===== src/hw/rtl/swls_pkg.sv =====
// Shared constants and types for the sliding-window latency statistics unit.
// No dependencies; used by swls_front, swls_back and the top level.
package swls_pkg;

    localparam int DEF_WINDOW      = 256;
    localparam int DEF_SAMPLE_BITS = 40;

    localparam int COUNT_BITS = 48;
    localparam int FRAC_BITS  = 8;

    // action codes
    localparam logic [1:0] ACT_RECORD = 2'd0;
    localparam logic [1:0] ACT_QUERY  = 2'd1;
    localparam logic [1:0] ACT_CLEAR  = 2'd2;
    localparam logic [1:0] ACT_NONE   = 2'd3;

    // p99 rank = floor((99*w - 49) / 100), done as a reciprocal multiply
    localparam int P99_NUM   = 99;
    localparam int P99_BIAS  = 49;
    localparam int P99_SHIFT = 24;
    localparam int P99_RECIP = 167773;   // ceil(2^24 / 100)
    localparam int RECIP_BITS = 18;

    // head of the command queue as seen by the back end
    typedef struct packed {
        logic       valid;
        logic [1:0] act;
    } t_qhead;

endpackage


===== src/hw/rtl/swls_front.sv =====
// Command front end: accepts words, drops unused codes, queues the rest.
// Depends on swls_pkg.
module swls_front #(
    parameter int SAMPLE_BITS = swls_pkg::DEF_SAMPLE_BITS
) (
    input  logic                   i_clk,
    input  logic                   i_rst_n,
    input  logic                   start,
    output logic                   busy,
    input  logic [1:0]             i_action,
    input  logic [SAMPLE_BITS-1:0] i_sample,
    input  logic                   i_pop,
    output swls_pkg::t_qhead       o_head,
    output logic [SAMPLE_BITS-1:0] o_sample
);
    logic [1:0]             r_act [2];
    logic [SAMPLE_BITS-1:0] r_smp [2];
    logic                   r_wp;
    logic                   r_rp;
    logic [1:0]             r_cnt;
    logic                   push;
    logic                   pop;

    assign busy = (r_cnt == 2'd2);
    // drop the unused code at the door
    assign push = start && !busy && (i_action != swls_pkg::ACT_NONE);
    assign pop  = i_pop && (r_cnt != 2'd0);

    assign o_head.valid = (r_cnt != 2'd0);
    assign o_head.act   = r_act[r_rp];
    assign o_sample     = r_smp[r_rp];

    always_ff @(posedge i_clk) begin
        if (push) begin
            r_act[r_wp] <= i_action;
            r_smp[r_wp] <= i_sample;
        end
    end

    always_ff @(posedge i_clk) begin
        if (!i_rst_n) begin
            r_wp  <= 1'b0;
            r_rp  <= 1'b0;
            r_cnt <= 2'd0;
        end else begin
            if (push) r_wp <= ~r_wp;
            if (pop)  r_rp <= ~r_rp;
            if (push && !pop)      r_cnt <= r_cnt + 2'd1;
            else if (pop && !push) r_cnt <= r_cnt - 2'd1;
        end
    end

    a_cnt_range: assert property (@(posedge i_clk) disable iff (!i_rst_n)
        r_cnt != 2'd3) else $error("queue count out of range");

endmodule


===== config.mk =====
export PLATFORM = sky130hd
export DESIGN_NAME = swls_front
export DESIGN_NICKNAME = d
export VERILOG_FILES = /design/src/hw/rtl/swls_pkg.sv /design/src/hw/rtl/swls_front.sv
export SDC_FILE = /design/constraint.sdc
export NUM_CORES = 1
export LEC_CHECK = 0
export BUFFER_PORTS_ARGS = -buffer_cell sky130_fd_sc_hd__buf_2
export CAP_MARGIN = 20
export CORE_MARGIN = 3
export CORE_UTILIZATION = 50
export DETAILED_ROUTE_END_ITERATION = 7
export MAX_ROUTING_LAYER = met4
export PLACE_DENSITY = 0.83
export SYNTH_ARGS = -nofsm -noshare
export SYNTH_HDL_FRONTEND = slang
export SYNTH_SLANG_ARGS = --single-unit

===== constraint.sdc =====
create_clock -name i_clk -period 4.7 [get_ports i_clk]
set_input_delay 0.94 -clock i_clk [delete_from_list [all_inputs] [get_ports i_clk]]
set_output_delay 0.94 -clock i_clk [all_outputs]
set_load 0.01 [all_outputs]

==> out/metrics.yaml <==
logic_synthesis:
  synth_area_mm2: 0.00327
  synth_area_leaders: "edfxtp_1 77%, mux2_2 14%, dfxtp_1 3.1%"
  seq_area_frac_synth: 0.801
  synth.distinct_cells: 20
  syn-num-nets: 203
  synth-seq-cells: 89
  postSynthAreaPerCell_um2: 21.0
  synth_area_leader_cell: "edfxtp_1"
  synth_cells: 156
  ys_warn_count: 0
  synth_async_sr_flop_share: 0
  synth_top_flop_cell: "edfxtp_1"
  yosysTopAreaCellShare: 0.771
  synth_edf_count: 84
floorplanning:
  die_w_um: 86.9
  ios: 90
  num_rows: 28
  initial_core_util: 0.534
  coreArea_mm2: 0.00613
  die_area_mm2: 0.00755
  die_h_um: 86.9
cts:
  clk_pin_slew_ps: 80
  clockBufferDepth: 2
  cts.sinks: 89
  insertion_delay_ps: 330
  cts_resized: 0
  cts_root_buf: "clkbuf_8"
  cts_hold_buf: 0
  cts_tree: "yes"
  ctsHtreeMaxLevel: 3
  post_cts_buffers: 0
  cts-buffers-inserted: 9
setup_path:
  cp_data_arrival_time_ps: 1900
  critPathKind: "register to output pin"
  critPathSlowestCell: "dfxtp_2"
  cp-start-kind: "register"
  cp_top_family: "flip-flops"
  critPathRequiredTime_ps: 3760
  worst_setup_path_end_kind: "output pin"
  path_cells: "mux2_2 -> buf_2"
  cp_num_buf_inv: 1
  slowest_delay_ps: 960
  path_max_fanout: 42
routing:
  ant_nets: 0
  route.detailed.drc: 0
  first_pass_iters: 4
  via_count: 1678
  drtIter0Drc: 61
  wl_um: 5380
  routed_via_density: 5.05
  routedWlPerCell_um: 16.2
global_routing:
  grt_use_total: 0.153
  overflow: 0
  grt_max_degree: 43
  grt_pass1_wl_um: 8340
  grt_antenna_before_repair: 0
  grt_pass1_vias: 1777
timing:
  fin_skew_ps: 6.19
  setup-violations-final: 0
  hold_viol_final: 0
  tns_ps: 0
  grt_setup_unrepaired: "false"
  slew_headroom: 0.311
  worst_slew_pin_slew_ps: 1030
  slew_viol_final: 0
  fin_crit_ps: 2840
  period_share: 0.603
  fmax_ghz: 0.353
placed_design:
  place_congestion: 0.709
  hpwl_um: 3620
  place_area_mm2: 0.00382
  dp_cells: 316
  portBuffers: 89
flow_run:
  max_cap_violations: 0
hold_path:
  hp-class: "register to register"
cells_and_area:
  fin_cells: 332
  fin_util: 0.653
  syn_to_final_growth_pct: 22.3
  nets: 299
  fin_area_mm2: 0.00400
  seq_area_mm2: 0.00262
  final_layout_size_suffix_gt1_frac: 0.588
  fillers: 432
  antenna_cells: 0
  multi_input_area_um2: 631
pwr:
  power.leakage_nw: 1.49
  irDropWorstVdd_v: 0.000299
  power_mw: 2.05
  power_density_mw_per_mm2: 513
outcome:
  status: "finished clean"
-- worst paths after layout --
kind              slack [ps]  cells after the start            to  startpoint
hold reg to reg          520                      2      r_cnt[1]    r_cnt[1]
hold / removal           520                      2      r_cnt[1]    r_cnt[1]
setup / recovery        1860                      2  o_sample[10]    register
setup reg to reg        2580                      3  r_smp[1][38]    r_cnt[0]
-- sequential cells by signal, summed over array words and instances, names as in the netlist, named ones only --
register and count:
r_smp 80, r_cnt 2, r_act 4, r_wp 1, r_rp 1
-- metal layers --
metal | part of all wire | track usage
met5 | 0 | -
met4 | 0.012 | 0.0637
met3 | 0.077 | 0.0454
met2 | 0.48 | 0.245
met1 | 0.43 | 0.181
-- where the power goes --
| part | total, mW | leakage [nW] | switching, mW | internal (mW) |
|---|---|---|---|---|
| sequential | 1.07 | 0.819 | 0.0811 | 0.987 |
| clock | 0.486 | 0.0913 | 0.243 | 0.242 |
| combinational | 0.499 | 0.581 | 0.230 | 0.269 |
-- worst register-to-register path, stage by stage, from the launching register on --
cell and delay [ps]:
dfxtp_1 430, nor2b_2 90, a211oi_4 300, and2_2 890
-- layout by cell type, fill, tap and decap left out, types with 2 or more instances in the layout --
cell type	count
and2_1	3
buf_2	89
clkbuf_8	9
clkinv_1	2
dfxtp_1	4
edfxtp_1	84
mux2_2	42
xnor2_1	2
-- stage by stage --
step	setup slack (ps)	hold slack (ps)
4_1_cts	1810	527
3_5_place_dp	1990	516
6_report	1860	521
2_1_floorplan	1100	451
3_3_place_gp	1880	491
5_1_grt	1730	567
-- cell usage after synthesis, types with 2 or more instances --
library cell,n
xnor2_1,2
mux2_2,42
and2_1,4
edfxtp_1,84
buf_2,5
dfxtp_1,5
-- cells by family (layout without fill, tap and decap cells) --
| group | count (synthesis) | in the layout | synth area share |
|---|---|---|---|
| compound gates | 4 | 4 | 0.0115 |
| xor+xnor | 3 | 3 | 0.00803 |
| fa+ha+maj | 1 | 1 | 0.00382 |
| buf+inv | 6 | 107 | 0.00879 |
| flops | 89 | 89 | 0.801 |
| mux | 43 | 43 | 0.148 |
| simple gates | 10 | 10 | 0.0191 |
-- area by class of cell --
type                    instances  share of cell area
clock inverters                 6              0.0147
clock buffers                  10              0.0319
flip-flops and latches         89               0.655
multi-input cells              61               0.158
inverters                       1            0.000938
repair buffers                 90               0.116
well taps                      75              0.0234
No activity file was read; power rests on OpenSTA's default activity.
